===== src/rtl/lpsa_pkg.sv =====
// Shared types, constants and codes for the lidar packet sweep assembler.
package lpsa_pkg;

  localparam int MAX_PACKET_POINTS = 16;
  localparam int SWEEP_DEPTH = 25;

  localparam logic [16:0] FULL_TURN = 17'd36000;
  localparam logic [15:0] INVALID_RANGE = 16'hFFFF;
  localparam logic [15:0] WRAP_LOW = 16'd500;
  localparam logic [15:0] WRAP_HIGH = 16'd35500;
  localparam int MIN_SWEEP = 10;
  localparam int MIN_VALID = 3;
  localparam int ANGLE_DIV_W = 16;

  localparam int CFG_W = 17;
  localparam int CFG_IDX_W = 3;

  localparam logic [CFG_IDX_W-1:0] CFG_ANGLE_OFFSET = 3'd0;
  localparam logic [CFG_IDX_W-1:0] CFG_WINDOW_MIN = 3'd1;
  localparam logic [CFG_IDX_W-1:0] CFG_WINDOW_MAX = 3'd2;
  localparam logic [CFG_IDX_W-1:0] CFG_RANGE_MIN = 3'd3;
  localparam logic [CFG_IDX_W-1:0] CFG_RANGE_MAX = 3'd4;
  localparam logic [CFG_IDX_W-1:0] CFG_SWEEP_LIMIT = 3'd5;
  localparam logic [CFG_IDX_W-1:0] CFG_PACKET_POINTS = 3'd6;

  localparam logic signed [16:0] ANGLE_OFFSET_RST = 17'sd0;
  localparam logic [15:0] WINDOW_MIN_RST = 16'd0;
  localparam logic [16:0] WINDOW_MAX_RST = 17'd36000;
  localparam logic [15:0] RANGE_MIN_RST = 16'd0;
  localparam logic [15:0] RANGE_MAX_RST = 16'd65535;
  localparam logic [4:0] SWEEP_LIMIT_RST = 5'd25;
  localparam logic [4:0] PACKET_POINTS_RST = 5'd16;

  localparam logic OP_HEADER = 1'b0;
  localparam logic OP_RECORD = 1'b1;

  typedef struct packed {
    logic        opcode;
    logic [15:0] start_angle_raw;
    logic [15:0] end_angle_raw;
    logic [15:0] near_range_raw;
    logic [7:0]  near_intensity;
    logic [15:0] far_range_raw;
    logic [7:0]  far_intensity;
  } req_t;

  typedef struct packed {
    logic [4:0]  point_index;
    logic [15:0] angle_hundredths;
    logic [15:0] near_range_mm;
    logic [7:0]  near_level;
    logic [15:0] far_range_mm;
    logic [7:0]  far_level;
    logic        last_of_sweep;
  } rsp_t;

  typedef struct packed {
    logic [15:0] nr;
    logic [7:0]  ni;
    logic [15:0] fr;
    logic [7:0]  fi;
  } pkt_entry_t;

  typedef struct packed {
    logic [15:0] angle;
    logic [15:0] nr;
    logic [7:0]  ni;
    logic [15:0] fr;
    logic [7:0]  fi;
  } sweep_entry_t;

  typedef struct packed {
    logic req_take;
    logic div_start;
    logic walk_init;
    logic pt_step;
    logic emit_load;
  } cmd_t;

  typedef struct packed {
    logic rec_last;
    logic rec_enough;
    logic div_done;
    logic walk_last;
    logic walk_done;
    logic close_emit;
    logic emit_last;
    logic rsp_free;
  } sts_t;

  typedef enum logic [2:0] {
    ST_IDLE,
    ST_DIV,
    ST_RD,
    ST_PT,
    ST_EMIT_RD,
    ST_EMIT_LOAD
  } state_t;

endpackage


===== src/rtl/lpsa_ram.sv =====
// Generic single-write, single-read RAM with registered read data.
module lpsa_ram #(
  parameter int WIDTH = 8,
  parameter int DEPTH = 16
) (
  input  logic                     clk,
  input  logic                     we,
  input  logic [$clog2(DEPTH)-1:0] waddr,
  input  logic [WIDTH-1:0]         wdata,
  input  logic [$clog2(DEPTH)-1:0] raddr,
  output logic [WIDTH-1:0]         rdata
);

  logic [WIDTH-1:0] mem [DEPTH];

  always_ff @(posedge clk) begin
    if (we) begin
      mem[waddr] <= wdata;
    end
    rdata <= mem[raddr];
  end

endmodule


===== src/rtl/lpsa_div.sv =====
// Restoring divider, one quotient bit per cycle.
module lpsa_div #(
  parameter int NW = 16,
  parameter int DW = 5
) (
  input  logic          clk,
  input  logic          rst,
  input  logic          start,
  input  logic [NW-1:0] dividend,
  input  logic [DW-1:0] divisor,
  output logic [NW-1:0] quotient,
  output logic          done
);

  localparam int CW = $clog2(NW + 1);

  logic [DW-1:0] rem;
  logic [DW-1:0] dvs;
  logic [CW-1:0] cnt;
  logic          busy;
  logic [DW:0]   trial;
  logic          fits;

  assign trial = {rem, quotient[NW-1]};
  assign fits = trial >= {1'b0, dvs};

  always_ff @(posedge clk) begin
    if (rst) begin
      busy <= 1'b0;
      done <= 1'b0;
    end else if (start) begin
      busy <= 1'b1;
      done <= 1'b0;
    end else if (busy && cnt == CW'(NW - 1)) begin
      busy <= 1'b0;
      done <= 1'b1;
    end
  end

  always_ff @(posedge clk) begin
    if (start) begin
      rem <= '0;
      dvs <= divisor;
      cnt <= '0;
      quotient <= dividend;
    end else if (busy) begin
      rem <= fits ? DW'(trial - {1'b0, dvs}) : trial[DW-1:0];
      quotient <= {quotient[NW-2:0], fits};
      cnt <= cnt + 1'b1;
    end
  end

endmodule


===== src/rtl/lpsa_ctrl.sv =====
// Controller state machine: sequences packet intake, division, point walk and emission.
module lpsa_ctrl (
  input  logic           clk,
  input  logic           rst,
  input  logic           req_valid,
  output logic           req_stall,
  input  lpsa_pkg::sts_t sts,
  output lpsa_pkg::cmd_t cmd
);

  lpsa_pkg::state_t state;
  lpsa_pkg::state_t state_next;

  always_ff @(posedge clk) begin
    if (rst) begin
      state <= lpsa_pkg::ST_IDLE;
    end else begin
      state <= state_next;
    end
  end

  always_comb begin
    state_next = state;
    cmd = '0;
    req_stall = 1'b1;
    case (state)
      lpsa_pkg::ST_IDLE: begin
        req_stall = 1'b0;
        if (req_valid) begin
          cmd.req_take = 1'b1;
          if (sts.rec_last && sts.rec_enough) begin
            cmd.div_start = 1'b1;
            state_next = lpsa_pkg::ST_DIV;
          end
        end
      end
      lpsa_pkg::ST_DIV: begin
        if (sts.div_done) begin
          cmd.walk_init = 1'b1;
          state_next = lpsa_pkg::ST_RD;
        end
      end
      lpsa_pkg::ST_RD: begin
        state_next = lpsa_pkg::ST_PT;
      end
      lpsa_pkg::ST_PT: begin
        cmd.pt_step = 1'b1;
        if (sts.close_emit) begin
          state_next = lpsa_pkg::ST_EMIT_RD;
        end else if (sts.walk_last) begin
          state_next = lpsa_pkg::ST_IDLE;
        end else begin
          state_next = lpsa_pkg::ST_RD;
        end
      end
      lpsa_pkg::ST_EMIT_RD: begin
        state_next = lpsa_pkg::ST_EMIT_LOAD;
      end
      lpsa_pkg::ST_EMIT_LOAD: begin
        if (sts.rsp_free) begin
          cmd.emit_load = 1'b1;
          if (!sts.emit_last) begin
            state_next = lpsa_pkg::ST_EMIT_RD;
          end else if (sts.walk_done) begin
            state_next = lpsa_pkg::ST_IDLE;
          end else begin
            state_next = lpsa_pkg::ST_RD;
          end
        end
      end
      default: begin
        state_next = lpsa_pkg::ST_IDLE;
      end
    endcase
  end

endmodule


===== src/rtl/lpsa_dp.sv =====
// Datapath: configuration, packet and sweep stores, angle arithmetic and result register.
module lpsa_dp #(
  parameter int MAX_PACKET_POINTS = lpsa_pkg::MAX_PACKET_POINTS,
  parameter int SWEEP_DEPTH = lpsa_pkg::SWEEP_DEPTH
) (
  input  logic                           clk,
  input  logic                           rst,
  input  lpsa_pkg::req_t                 req_data,
  output logic                           rsp_valid,
  input  logic                           rsp_stall,
  output lpsa_pkg::rsp_t                 rsp_data,
  input  logic                           cfg_we,
  input  logic [lpsa_pkg::CFG_IDX_W-1:0] cfg_index,
  input  logic [lpsa_pkg::CFG_W-1:0]     cfg_data,
  input  lpsa_pkg::cmd_t                 cmd,
  output lpsa_pkg::sts_t                 sts
);

  localparam int PW = $clog2(MAX_PACKET_POINTS + 1);
  localparam int AW = $clog2(MAX_PACKET_POINTS);
  localparam int SIW = $clog2(SWEEP_DEPTH + 1);
  localparam int SAW = $clog2(SWEEP_DEPTH);
  localparam int SUMW = SIW + 1;
  localparam int PKT_W = $bits(lpsa_pkg::pkt_entry_t);
  localparam int SWP_W = $bits(lpsa_pkg::sweep_entry_t);

  // Configuration registers.
  logic signed [16:0] angle_offset;
  logic [15:0]        window_min;
  logic [16:0]        window_max;
  logic [15:0]        range_min_mm;
  logic [15:0]        range_max_mm;
  logic [4:0]         sweep_limit;
  logic [4:0]         packet_points;

  // Packet and sweep state.
  logic [PW-1:0]   rec_cnt;
  logic [PW-1:0]   val_cnt;
  logic [15:0]     start_angle;
  logic [15:0]     span;
  logic [SIW-1:0]  sweep_idx;
  logic [15:0]     prev_angle;
  logic [PW-1:0]   pp_lat;
  logic [PW-1:0]   num;
  logic [15:0]     acc;
  logic [SIW-1:0]  nres;
  logic [SIW-1:0]  k;
  logic [SIW-1:0]  emit_cnt;

  always_ff @(posedge clk) begin
    if (rst) begin
      angle_offset <= lpsa_pkg::ANGLE_OFFSET_RST;
      window_min <= lpsa_pkg::WINDOW_MIN_RST;
      window_max <= lpsa_pkg::WINDOW_MAX_RST;
      range_min_mm <= lpsa_pkg::RANGE_MIN_RST;
      range_max_mm <= lpsa_pkg::RANGE_MAX_RST;
      sweep_limit <= lpsa_pkg::SWEEP_LIMIT_RST;
      packet_points <= lpsa_pkg::PACKET_POINTS_RST;
    end else if (cfg_we) begin
      case (cfg_index)
        lpsa_pkg::CFG_ANGLE_OFFSET: angle_offset <= signed'(cfg_data);
        lpsa_pkg::CFG_WINDOW_MIN: window_min <= cfg_data[15:0];
        lpsa_pkg::CFG_WINDOW_MAX: window_max <= cfg_data;
        lpsa_pkg::CFG_RANGE_MIN: range_min_mm <= cfg_data[15:0];
        lpsa_pkg::CFG_RANGE_MAX: range_max_mm <= cfg_data[15:0];
        lpsa_pkg::CFG_SWEEP_LIMIT: sweep_limit <= cfg_data[4:0];
        lpsa_pkg::CFG_PACKET_POINTS: packet_points <= cfg_data[4:0];
        default: begin
        end
      endcase
    end
  end

  // Header arithmetic: offset start angle, fold into one turn, span to end.
  localparam logic signed [18:0] TURN_S = 19'sd36000;
  logic signed [18:0] s0, s1, s2, s3, s4, s5;
  logic [16:0]        end_w;
  logic [16:0]        start_w;
  logic [16:0]        span_w;

  always_comb begin
    s0 = signed'({3'b000, req_data.start_angle_raw}) + 19'(angle_offset);
    s1 = (s0 < 0) ? s0 + TURN_S : s0;
    s2 = (s1 < 0) ? s1 + TURN_S : s1;
    s3 = (s2 > TURN_S) ? s2 - TURN_S : s2;
    s4 = (s3 > TURN_S) ? s3 - TURN_S : s3;
    s5 = (s4 > TURN_S) ? s4 - TURN_S : s4;
    start_w = s5[16:0];
    end_w = {1'b0, req_data.end_angle_raw};
    if (end_w > lpsa_pkg::FULL_TURN) begin
      end_w = end_w - lpsa_pkg::FULL_TURN;
    end
    span_w = (start_w > end_w) ? end_w + lpsa_pkg::FULL_TURN - start_w : end_w - start_w;
  end

  // Record intake.
  logic [7:0]    pp8;
  logic [7:0]    pp_c;
  logic [PW-1:0] pp_now;
  logic [PW-1:0] rec_base;
  logic [PW-1:0] val_base;
  logic [PW-1:0] rec_new;
  logic [PW-1:0] val_new;
  logic          rec_ok;
  logic          is_rec;

  always_comb begin
    pp8 = 8'(packet_points);
    if (pp8 < 8'd1) begin
      pp_c = 8'd1;
    end else if (pp8 > 8'(MAX_PACKET_POINTS)) begin
      pp_c = 8'(MAX_PACKET_POINTS);
    end else begin
      pp_c = pp8;
    end
    pp_now = PW'(pp_c);
    rec_base = (rec_cnt >= pp_now) ? '0 : rec_cnt;
    val_base = (rec_cnt >= pp_now) ? '0 : val_cnt;
    rec_ok = req_data.near_range_raw != lpsa_pkg::INVALID_RANGE;
    rec_new = rec_base + 1'b1;
    val_new = val_base + PW'(rec_ok);
    is_rec = req_data.opcode == lpsa_pkg::OP_RECORD;
  end

  lpsa_pkg::pkt_entry_t pkt_wr;
  logic [PKT_W-1:0]     pkt_rdata;
  lpsa_pkg::pkt_entry_t pkt_rd;

  assign pkt_wr = '{nr: req_data.near_range_raw, ni: req_data.near_intensity,
                    fr: req_data.far_range_raw, fi: req_data.far_intensity};
  assign pkt_rd = pkt_rdata;

  lpsa_ram #(.WIDTH(PKT_W), .DEPTH(MAX_PACKET_POINTS)) u_pkt_ram (
    .clk  (clk),
    .we   (cmd.req_take && is_rec),
    .waddr(rec_base[AW-1:0]),
    .wdata(pkt_wr),
    .raddr(num[AW-1:0]),
    .rdata(pkt_rdata)
  );

  // Angle step = span / (valid records - 1).
  logic [15:0] step;
  logic        div_done;

  lpsa_div #(.NW(lpsa_pkg::ANGLE_DIV_W), .DW(PW)) u_div (
    .clk     (clk),
    .rst     (rst),
    .start   (cmd.div_start),
    .dividend(span),
    .divisor (val_new - 1'b1),
    .quotient(step),
    .done    (div_done)
  );

  // Point walk.
  logic [16:0]   acc_sum;
  logic [15:0]   acc_next;
  logic          pt_valid;
  logic          wrap;
  logic [7:0]    lim8;
  logic          close;
  logic [SUMW-1:0] fit_sum;
  logic          fits;

  always_comb begin
    acc_sum = {1'b0, acc} + {1'b0, step};
    acc_next = (acc_sum > lpsa_pkg::FULL_TURN) ? 16'(acc_sum - lpsa_pkg::FULL_TURN)
                                              : acc_sum[15:0];
    pt_valid = pkt_rd.nr != lpsa_pkg::INVALID_RANGE;
    wrap = (acc < prev_angle) && (acc < lpsa_pkg::WRAP_LOW) &&
           (prev_angle > lpsa_pkg::WRAP_HIGH);
    lim8 = (8'(sweep_limit) > 8'(SWEEP_DEPTH)) ? 8'(SWEEP_DEPTH) : 8'(sweep_limit);
    close = (wrap || (8'(sweep_idx) >= lim8)) && (8'(sweep_idx) > 8'(lpsa_pkg::MIN_SWEEP));
    fit_sum = SUMW'(nres) + SUMW'(sweep_idx);
    fits = fit_sum <= SUMW'(SWEEP_DEPTH);
  end

  lpsa_pkg::sweep_entry_t swp_wr;
  logic [SWP_W-1:0]       swp_rdata;
  lpsa_pkg::sweep_entry_t swp_rd;

  assign swp_wr = '{angle: acc, nr: pkt_rd.nr, ni: pkt_rd.ni, fr: pkt_rd.fr, fi: pkt_rd.fi};
  assign swp_rd = swp_rdata;

  lpsa_ram #(.WIDTH(SWP_W), .DEPTH(SWEEP_DEPTH)) u_swp_ram (
    .clk  (clk),
    .we   (cmd.pt_step && pt_valid && !close && (sweep_idx < SIW'(SWEEP_DEPTH))),
    .waddr(sweep_idx[SAW-1:0]),
    .wdata(swp_wr),
    .raddr(k[SAW-1:0]),
    .rdata(swp_rdata)
  );

  always_ff @(posedge clk) begin
    if (rst) begin
      rec_cnt <= '0;
      val_cnt <= '0;
      start_angle <= '0;
      span <= '0;
      sweep_idx <= '0;
      prev_angle <= '0;
    end else begin
      if (cmd.req_take) begin
        if (!is_rec) begin
          start_angle <= start_w[15:0];
          span <= span_w[15:0];
          rec_cnt <= '0;
          val_cnt <= '0;
        end else if (rec_new == pp_now) begin
          rec_cnt <= '0;
          val_cnt <= '0;
        end else begin
          rec_cnt <= rec_new;
          val_cnt <= val_new;
        end
      end
      if (cmd.pt_step && pt_valid) begin
        prev_angle <= acc;
        sweep_idx <= close ? '0 : sweep_idx + 1'b1;
      end
    end
  end

  always_ff @(posedge clk) begin
    if (cmd.req_take && is_rec) begin
      pp_lat <= pp_now;
    end
    if (cmd.walk_init) begin
      num <= '0;
      acc <= start_angle;
      nres <= '0;
    end else if (cmd.pt_step) begin
      num <= num + 1'b1;
      acc <= acc_next;
      if (pt_valid && close && fits) begin
        emit_cnt <= sweep_idx;
        k <= '0;
        nres <= SIW'(fit_sum);
      end
    end else if (cmd.emit_load) begin
      k <= k + 1'b1;
    end
  end

  // Window and range filter on the entry being emitted.
  logic [16:0] mirror;
  logic        out_win;
  logic [15:0] nr_f;
  logic [15:0] fr_f;

  always_comb begin
    mirror = lpsa_pkg::FULL_TURN - {1'b0, swp_rd.angle};
    if (window_max > lpsa_pkg::FULL_TURN) begin
      out_win = (mirror > window_max - lpsa_pkg::FULL_TURN) && (mirror < {1'b0, window_min});
    end else begin
      out_win = (mirror > window_max) || (mirror < {1'b0, window_min});
    end
    nr_f = out_win ? 16'd0 : swp_rd.nr;
    fr_f = out_win ? 16'd0 : swp_rd.fr;
    if (nr_f < range_min_mm || nr_f > range_max_mm) begin
      nr_f = 16'd0;
    end
    if (fr_f < range_min_mm || fr_f > range_max_mm) begin
      fr_f = 16'd0;
    end
  end

  always_ff @(posedge clk) begin
    if (rst) begin
      rsp_valid <= 1'b0;
    end else if (cmd.emit_load) begin
      rsp_valid <= 1'b1;
    end else if (!rsp_stall) begin
      rsp_valid <= 1'b0;
    end
  end

  always_ff @(posedge clk) begin
    if (cmd.emit_load) begin
      rsp_data <= '{point_index: 5'(k), angle_hundredths: swp_rd.angle,
                    near_range_mm: nr_f, near_level: swp_rd.ni,
                    far_range_mm: fr_f, far_level: swp_rd.fi,
                    last_of_sweep: (k + 1'b1) == emit_cnt};
    end
  end

  always_comb begin
    sts.rec_last = is_rec && (rec_new == pp_now);
    sts.rec_enough = val_new >= PW'(lpsa_pkg::MIN_VALID);
    sts.div_done = div_done;
    sts.walk_last = ({1'b0, num} + 1'b1) == {1'b0, pp_lat};
    sts.walk_done = num == pp_lat;
    sts.close_emit = pt_valid && close && fits;
    sts.emit_last = (k + 1'b1) == emit_cnt;
    sts.rsp_free = !rsp_valid || !rsp_stall;
  end

endmodule


===== src/rtl/lidar_packet_sweep_assembler_core.sv =====
// Sequence: a header or a non-final record is taken while idle; a packet's final record with
// at least three valid records starts the divider, then each record slot is read and walked
// and each emitted point is read and loaded, waiting while the result register is stalled.
// Requests are taken one per cycle while idle between packets; division, walk and emission hold them off.
// Reset (rst, synchronous, active high) restores default configuration and clears the
// packet and sweep counters; the packet and sweep stores are not cleared.
module lidar_packet_sweep_assembler_core #(
  parameter int MAX_PACKET_POINTS = lpsa_pkg::MAX_PACKET_POINTS,
  parameter int SWEEP_DEPTH = lpsa_pkg::SWEEP_DEPTH
) (
  input  logic                           clk,
  input  logic                           rst,
  // Request channel: headers and point records.
  input  logic                           req_valid,
  output logic                           req_stall,
  input  lpsa_pkg::req_t                 req_data,
  // Result channel: one filtered point of a closed sweep per transfer.
  output logic                           rsp_valid,
  input  logic                           rsp_stall,
  output lpsa_pkg::rsp_t                 rsp_data,
  // Configuration write port.
  input  logic                           cfg_we,
  input  logic [lpsa_pkg::CFG_IDX_W-1:0] cfg_index,
  input  logic [lpsa_pkg::CFG_W-1:0]     cfg_data
);

  // The controller only takes a request while idle. A completed packet with at
  // least three valid records runs the divider for the angle step, then walks the
  // buffered records one at a time, appending points to the sweep store. When a
  // sweep closes, the walk pauses and the stored points are sent out through the
  // result register before the walk resumes, so the store is never overwritten
  // while it is still being emitted.
  lpsa_pkg::cmd_t cmd;
  lpsa_pkg::sts_t sts;

  lpsa_ctrl u_ctrl (
    .clk      (clk),
    .rst      (rst),
    .req_valid(req_valid),
    .req_stall(req_stall),
    .sts      (sts),
    .cmd      (cmd)
  );

  // The datapath holds the configuration registers, both stores, the divider
  // and the result register, which decouples the result side from the walk.
  lpsa_dp #(
    .MAX_PACKET_POINTS(MAX_PACKET_POINTS),
    .SWEEP_DEPTH      (SWEEP_DEPTH)
  ) u_dp (
    .clk      (clk),
    .rst      (rst),
    .req_data (req_data),
    .rsp_valid(rsp_valid),
    .rsp_stall(rsp_stall),
    .rsp_data (rsp_data),
    .cfg_we   (cfg_we),
    .cfg_index(cfg_index),
    .cfg_data (cfg_data),
    .cmd      (cmd),
    .sts      (sts)
  );

endmodule

===== config.mk =====
export PLATFORM = sky130hd
export DESIGN_NAME = lidar_packet_sweep_assembler_core
export DESIGN_NICKNAME = d
export VERILOG_FILES = /design/src/rtl/lpsa_pkg.sv /design/src/rtl/lpsa_ram.sv /design/src/rtl/lpsa_div.sv /design/src/rtl/lpsa_ctrl.sv /design/src/rtl/lpsa_dp.sv /design/src/rtl/lidar_packet_sweep_assembler_core.sv
export SDC_FILE = /design/constraint.sdc
export NUM_CORES = 2
export LEC_CHECK = 0
export BUFFER_PORTS_ARGS = -buffer_cell sky130_fd_sc_hd__buf_2
export CAP_MARGIN = 20
export CORE_ASPECT_RATIO = 1.2
export CORE_MARGIN = 2
export CORE_UTILIZATION = 53
export DETAILED_ROUTE_END_ITERATION = 12
export GPL_TIMING_DRIVEN = 0
export PLACE_DENSITY_LB_ADDON = 0.08
export SLEW_MARGIN = 10
export SYNTH_ARGS = -nofsm -noshare
export SYNTH_HDL_FRONTEND = slang
export SYNTH_SLANG_ARGS = --single-unit

===== constraint.sdc =====
create_clock -name clk -period 14.3 [get_ports clk]
set_clock_uncertainty 0.1 [all_clocks]
set_input_delay 2.86 -clock clk [delete_from_list [all_inputs] [get_ports clk]]
set_output_delay 2.86 -clock clk [all_outputs]
set_load 0.005 [all_outputs]

== After elaboration in Yosys (flattened, before gate mapping) ==
Memories as Yosys holds them, arrays and structs flattened. A register that Yosys moved wholly into a read port is not among the register bits.
Index checks and enable logic that the tools add are counted.
Storage, ports and cells
  flip-flop bits (word level): 303
  RAM bits: 2368
  bits of input ports: 106
  output and inout bits: 72
  logic and storage cells: 210
  memories: 2
Memories
  u_dp.u_swp_ram.mem: depth 25, width 64, rd ports 1, clocked after memory_dff 1, write ports 1, line lpsa_ram.sv:14  | logic [WIDTH-1:0] mem [DEPTH];
  u_dp.u_pkt_ram.mem: depth 16, width 48, rd ports 1, clocked after memory_dff 1, write ports 1, line lpsa_ram.sv:14
Operators by class
  $add $sub $neg: 24
  $lt $le $gt $ge: 29
  eq/ne operators: 24
  muxes and demuxes: 55
  bitwise logic cells: 2
  reductions and logical operators: 40
Operators with widths (count)
  $mux 16: 8
  $mux 19: 4
  $mux 5: 14
  $gt 19x17->1 const B: 3
  $gt 17x17->1: 3
  $lt 16x16->1: 3
  $sub 19x17->19 const B: 2
  $gt 17x16->1 const B: 2
  $mux 17: 2
  $gt 16x16->1: 2
  $gt 16x16->1 const B: 2
  $ne 16x16->1 const B: 2
  $sub 16x16->16: 2
  $add 5x1->5 const B: 5
  $add 18x17->19 const B: 1
  $add 19x17->19 const B: 1
  $lt 19x1->1 const B: 1
  $add 17x17->18: 1
  $lt 18x1->1 const B: 1
  $mux 3: 6
  $pmux 3 s6: 1
  $reduce_and 2->1: 9
  $add 16x16->17: 1
  $lt 17x16->1: 1
  40 further kinds: 97

== Longest topological paths before layout ==
  depth after elaboration: 15
  mapped depth: 57
  depth with buffers taken out: 52

== By module ==
Synthesis repeated with hierarchy kept, for this count alone.
Unflattened totals
  cell total of the unflattened synthesis: 6636
  area total of the unflattened synthesis: 114637.4 um2
Modules (own cells, without submodules)
  lpsa_ram at u_dp.u_swp_ram: instances 1, cells each 2729, area each 61753.0 um2, seq. area each 49327.3 um2
  lpsa_ram at u_dp.u_pkt_ram: instances 1, cells each 1242, area each 29691.0 um2, seq. area each 24023.0 um2
  lpsa_dp: instances 1, cells each 2511, area each 21371.7 um2, seq. area each 6356.1 um2
  lpsa_div: instances 1, cells each 125, area each 1592.8 um2, seq. area each 870.8 um2
  lpsa_ctrl: instances 1, cells each 29, area each 229.0 um2, seq. area each 60.1 um2

== Worst setup path after synthesis ==
OpenSTA, ideal clock, no wires.
  path kind: input to register
  from: input req_data[64] (netlist bit)
  to: register u_dp.span[15]
  setup time: 0.127 ns
  arrival time: 12.860 ns
  required time: 14.073 ns
  slack: 1.213 ns
  stages on the path: 44
  path buffers: 4
  path through: ha_1 > inv_1 > fa_1 > nand2b_1 > a21oi_2 > o21ai_2 > a311oi_4 > o21ai_4 > o211ai_1 > and3_1 > clkbuf_1 > mux2i_2 > ha_1 > buf_1 > inv_1 > a2111oi_1 > o21ai_1 > o211ai_4 > (+8 left out) > buf_2 > mux2_2 > ha_1 > a211o_1 > a311oi_2 > nor2_1 > nor2_1 > nand3_1 > xnor2_1 > ha_1 > nand4_1 > or4_1 > o41ai_1 > clkinv_1 > a311oi_1 > a41o_1 > o211ai_1 > nor3b_2
Between the ends
  longest elaborated chain between the ends: 13
  elaborated cells between the ends (all ways): 20
  classes of those cells: 8 x add/sub; 6 x order compare; 6 x mux
Ends and longest elaborated chain
  from (decl): line lidar_packet_sweep_assembler_core.sv:16  | input lpsa_pkg::req_t req_data,
  $add 17x17->18 (*): line lpsa_dp.sv:82  | s0 = signed'({3'b000, req_data.start_angle_raw}) + 19'(angle_offset);
  $add 18x17->19 / $lt 18x1->1 (equally long branches): line lpsa_dp.sv:83  | s1 = (s0 < 0) ? s0 + TURN_S : s0;
  $mux 19 (*): line lpsa_dp.sv:83
  $add 19x17->19 / $lt 19x1->1 (equally long branches): line lpsa_dp.sv:84  | s2 = (s1 < 0) ? s1 + TURN_S : s1;
  $mux 19 (*): line lpsa_dp.sv:84
  $sub 19x17->19 / $gt 19x17->1 (equally long branches): line lpsa_dp.sv:85  | s3 = (s2 > TURN_S) ? s2 - TURN_S : s2;
  $mux 19 (*): line lpsa_dp.sv:85
  $sub 19x17->19 / $gt 19x17->1 (equally long branches): line lpsa_dp.sv:86  | s4 = (s3 > TURN_S) ? s3 - TURN_S : s3;
  $mux 19 (*): line lpsa_dp.sv:86
  $sub 17x17->17 / $gt 19x17->1 (equally long branches): line lpsa_dp.sv:87  | s5 = (s4 > TURN_S) ? s4 - TURN_S : s4;
  $mux 17 (*): line lpsa_dp.sv:87
  $sub 16x16->16 / $gt 17x17->1 (equally long branches): line lpsa_dp.sv:93  | span_w = (start_w > end_w) ? end_w + lpsa_pkg::FULL_TURN - start_w : end_w - start_w;
  $mux 16 (*): line lpsa_dp.sv:93
  to (signal assigned): line lpsa_dp.sv:207  | span <= span_w[15:0];
  to (decl): line lpsa_dp.sv:40  | logic [15:0] span;
Every way passes the cells marked *; elsewhere a longest branch is shown, timed or not.
A chain may end at the register's enable or synchronous reset.

== Worst setup path after layout ==
  from: input req_data[70] (netlist bit)
  to: register u_dp.span[15]
Between the ends
  longest elaborated chain between the ends: 13
  elaborated cells between the ends (all ways): 20
  classes of those cells: 8 x add/sub; 6 x order compare; 6 x mux
Ends and longest elaborated chain
  $add 17x17->18 (*): line lpsa_dp.sv:82
  $add 18x17->19 / $lt 18x1->1 (equally long branches): line lpsa_dp.sv:83
  $mux 19 (*): line lpsa_dp.sv:83
  $add 19x17->19 / $lt 19x1->1 (equally long branches): line lpsa_dp.sv:84
  $mux 19 (*): line lpsa_dp.sv:84
  $sub 19x17->19 / $gt 19x17->1 (equally long branches): line lpsa_dp.sv:85
  $mux 19 (*): line lpsa_dp.sv:85
  $sub 19x17->19 / $gt 19x17->1 (equally long branches): line lpsa_dp.sv:86
  $mux 19 (*): line lpsa_dp.sv:86
  $sub 17x17->17 / $gt 19x17->1 (equally long branches): line lpsa_dp.sv:87
  $mux 17 (*): line lpsa_dp.sv:87
  net u_dp.s5[6]: line lpsa_dp.sv:76  | logic signed [18:0] s0, s1, s2, s3, s4, s5;
  $sub 16x16->16 / $gt 17x17->1 (equally long branches): line lpsa_dp.sv:93
  $mux 16 (*): line lpsa_dp.sv:93
Mark *: on every way through the listed nets, which the timed path passes. The rest lies on a longest branch.

==> results.md <==
- In this run the tightest slew margin relative to its limit is 16.8%.
- The clock transition time at the flip-flop clock pins of the worst setup and hold paths is 60 ps.
- Data arrives at the worst endpoint at 14280 ps.
- The cell total after placement is ~9600.
- After global routing the overflow that remains totals 0.
- The first-pass iteration count of the detailed router is 6.
- Sequential elements use approximately 70% of the synthesized area.
- The wire length of the first global-routing pass is about 430000 um.
- The global-route usage over all layers is a little over a quarter.
- Prior to clock tree synthesis, the placed netlist has a worst setup slack of -1540 ps.
- The die is between 500 and 600 um tall.
- Summing every instance area after synthesis gives about 110000 um2.
- The flow ran to the end, and the final reports show no timing, DRC or antenna violations.
- The initial antenna violation count came to 37.
- The count of placed standard cells in the final layout, fillers left out is just over 10000.
- The die is approximately 430 um wide.
- The worst setup path is launched from a primary input.
- The filler cell count is around 16000.
- The count of different cell masters after synthesis is approximately 120.
- The kind of capture point of the worst setup path is a flop.
- At the pin with the least slew margin, the transition time is 1250 ps.
- No sink is reached through more buffers than the 4 on the longest clock path.
- For this block, the via count after detailed routing is slightly above 60000.
- After floorplanning, the core was sized to cover between 200000 and 250000 um2.
- During synthesis, Yosys emitted a total of 0 warnings.
- TritonCTS built the clock tree.
- The top flip-flop cell by instance count after synthesis is sky130_fd_sc_hd__edfxtp_1.
- The clock sink total is 2783.
- The clock period could shrink to 13600 ps.
- The clock reaches the later pin of the worst-skew pair after approximately 940 ps.
- The number of design-rule violations left by the first detailed-router iteration is around 5900.
- The worst hold slack is around 300 ps.
- The count of endpoints failing setup in the final report is 0.
- The largest family of logic cells by synthesized area is multiplexers.
- Synthesis produced ~6400 cells.
- The critical path's largest stage delay is 460 ps.
- Entering global routing, the biggest net connects 37 pins.
- The overall die area is between 200000 and 250000 um2.
- The global placement routability congestion is about 0.9.
- In this run, post-CTS hold repair placed 0 buffers.
- The mux share of post-synthesis cell area is 15.1%.
- The number of port buffers is between 150 and 200.
- The half-perimeter wire length after placement is ~200000 um.
- After floorplanning, the core was divided into between 150 and 200 placement rows.
- The number of global-route vias before repair came to between 60000 and 70000.
- After detailed routing, the average wire length per cell comes to 29.2 um.
- The leakage power figure is around 44 nW.
- The number of nets in the finished design is 7408.
- Along the worst path, the maximum fanout reaches 10.
- For this run, design rule violations remaining after detail routing come to 0.
- The synthesized area per cell is around 18 um2.
- Power spread over the standard cell area amounts to roughly 130 nW/um2.
- The setup slack after layout is around 700 ps.
- The worst hold path belongs to the class reg -> reg.
- By startpoint and endpoint, the worst setup path is classified as in -> reg.
- The tree is rooted in a sky130_fd_sc_hd__clkbuf_16.
- The number of enable-type register cells in the synthesized netlist is 2490.
- The number of hold violations in the final report was 0.
- The top cell types in the final layout, fill and taps aside, are sky130_fd_sc_hd__edfxtp_1 (2490), sky130_fd_sc_hd__mux4_2 (688), sky130_fd_sc_hd__nand2_1 (420).
- The area used by multi-input combinational logic is about 33000 um2.
- The number of H-tree branching levels is 5.
- Summing the areas of all and, or, nand and nor instances in the mapped netlist gives between 4 and 5% of the synthesized area.
- The routed via count divided by cell count is 6.07.
- The most frequent standard cell in the layout excluding fill and tap cells is sky130_fd_sc_hd__edfxtp_1.
- The remaining antenna violation count after routing is 0.
- The tool flagged a number of max-cap violations equal to 0.
- The slowest library cell on the worst path is sky130_fd_sc_hd__or3_4.
- The overall routed net length is around 290000 um.
- Setup repair after global routing left no endpoint under its margin.
- Summing the areas of all xor and xnor instances in the mapped netlist gives under 10% of the synthesized area.
- Timing would allow up to between 0.07 and 0.08 GHz.
- Adding up every negative setup slack in the final design gives 0 ps.
- In this run, synthesis produced a sequential element count of roughly 2800.
- The arithmetic-cell share of the synthesized area counting full adders, half adders and majority gates is between 2 and 3%.
- The number of clock buffers inserted by TritonCTS is ~280.
- Relative to the synthesized area, the layout overhead comes to 15.0%.
- The post-route netlist has between 20% and 30% of its cells at a drive strength greater than 1.
- Summing all flip-flop and latch instances after layout gives roughly 81000 um2.
- In the synthesized netlist the async set-or-reset flop fraction comes to 0%.
- The required arrival time at the worst endpoint is roughly 15000 ps.
- 178 I/O pins were placed.
- Across the VDD grid, the largest voltage drop is between 0.1 and 0.15 mV.
- The fraction of the mapped netlist area in compound gates is approximately 4.4%.
- The initial core utilization is a little over half.
- The total count of max-transition violations in the final report is 0.
- The ratio of final minimum period to clock period is a little over nine tenths.
- The synthesized net count is approximately 6700.
[logic make-up after synthesis]
| kind of cell | Yosys count |
|---|---|
| muxes | 865 |
| xor gates and xnor gates | 170 |
| adders and majority gates | 261 |
| buffers and inverters | 470 |
| DFF | 2783 |
| and+or+nand+nor | 1071 |
| AOI/OAI and AO/OA | 762 |
[synthesized netlist by cell type, types with 26 or more instances]
master,n,share of area [%]
sky130_fd_sc_hd__edfxtp_1,2490,65
sky130_fd_sc_hd__mux4_2,688,13
sky130_fd_sc_hd__nand2_1,420,1.4
sky130_fd_sc_hd__dfxtp_1,293,5.1
sky130_fd_sc_hd__ha_1,248,2.7
sky130_fd_sc_hd__a21oi_1,230,1.0
sky130_fd_sc_hd__nor2_1,218,0.71
sky130_fd_sc_hd__clkbuf_1,198,0.65
sky130_fd_sc_hd__inv_1,187,0.61
sky130_fd_sc_hd__o21ai_0,165,0.72
sky130_fd_sc_hd__mux2i_1,106,0.92
sky130_fd_sc_hd__xnor2_1,106,0.81
sky130_fd_sc_hd__and2_1,85,0.46
sky130_fd_sc_hd__mux2_2,69,0.68
sky130_fd_sc_hd__a21o_1,62,0.41
sky130_fd_sc_hd__xor2_1,62,0.47
sky130_fd_sc_hd__buf_1,61,0.20
sky130_fd_sc_hd__nor3_1,55,0.24
sky130_fd_sc_hd__nand3_1,53,0.23
sky130_fd_sc_hd__nand2b_1,46,0.25
sky130_fd_sc_hd__nand4_1,44,0.24
sky130_fd_sc_hd__o211ai_1,39,0.26
sky130_fd_sc_hd__nor2b_1,37,0.20
sky130_fd_sc_hd__a211oi_1,36,0.24
sky130_fd_sc_hd__o21a_1,26,0.17
[worst paths after layout]
path / start / endpoint / slack (ps) / cells past startpoint
hold reg to reg: u_dp.u_swp_ram.rdata[1] / u_dp.rsp_data[2] / 300 / 0
setup reg to reg: u_dp.angle_offset[6] / u_dp.span[15] / 2480 / 56
setup / recovery: req_data[70] / u_dp.span[15] / 700 / 57
hold / removal: u_dp.u_swp_ram.rdata[1] / u_dp.rsp_data[2] / 300 / 0
[metrics by stage]
| stage | instance area [um2] | utilization [%] | total power, mW |
|---|---|---|---|
| final | 132000 | 61.2 | 17.5 |
| after global routing | 132000 | 61.1 | 18.1 |
| after CTS | 131000 | 60.9 | 17.6 |
| after detailed placement | 123000 | 56.8 | 10.5 |
| after global placement | 119000 | 55.2 | 10.5 |
| after floorplan | 115000 | - | 10.1 |
[sequential cells by signal, indices dropped and copies added, names as in the netlist, 16 cells and up]
name and cells:
u_dp.u_swp_ram.mem 1600, u_dp.u_pkt_ram.mem 768, u_dp.rsp_data 70, u_dp.u_swp_ram.rdata 64, u_dp.u_pkt_ram.rdata 48, u_dp.angle_offset 17, u_dp.window_max 17, u_dp.acc 16
u_dp.prev_angle 16, u_dp.range_max_mm 16, u_dp.range_min_mm 16, u_dp.span 16, u_dp.start_angle 16, u_dp.u_div.quotient 16, u_dp.window_min 16
[area by class of cell]
cell class | instances | share of cell area (%)
inverter | 192 | 0.546
sequential | 2783 | 61.0
tap | 2835 | 2.69
antenna | 28 | 0.0530
clock inverter | 136 | 0.967
clock buffer | 357 | 5.73
timing repair buffer | 374 | 3.29
buffer | 277 | 0.835
multi-input combinational | 3129 | 24.8
[metal layers]
layer	part of all wire, %	GRT usage, %
met3	6.0	4.42
met2	51	45.8
met4	2.3	7.15
met1	41	35.8
met5	0.058	0
[timing repair]
| action | CTS | global route |
|---|---|---|
| pin swaps | 0 | 4 |
| endpoints found under the setup margin | 14 | 14 |
| resized for setup | 5 | 27 |
| gates cloned | 0 | 0 |
| setup buffers | 0 | 2 |
[where the power goes]
group | total, mW | internal, mW | switching [mW]
logic | 1.45 | 0.557 | 0.892
registers | 8.92 | 8.85 | 0.0606
clock network | 7.18 | 4.18 | 3.00
total | 17.5 | 13.6 | 3.95
[critical path, delay by kind of cell]
family	cells	cell delay, ps
AO/OA/AOI/OAI	23	4420
AND/OR/NAND/NOR	13	2380
buffers and inverters	12	1950
adder cells (fa/ha/maj)	5	1300
multiplexers	3	1090
XOR/XNOR	1	220
Power figures use the tool's default switching activity.
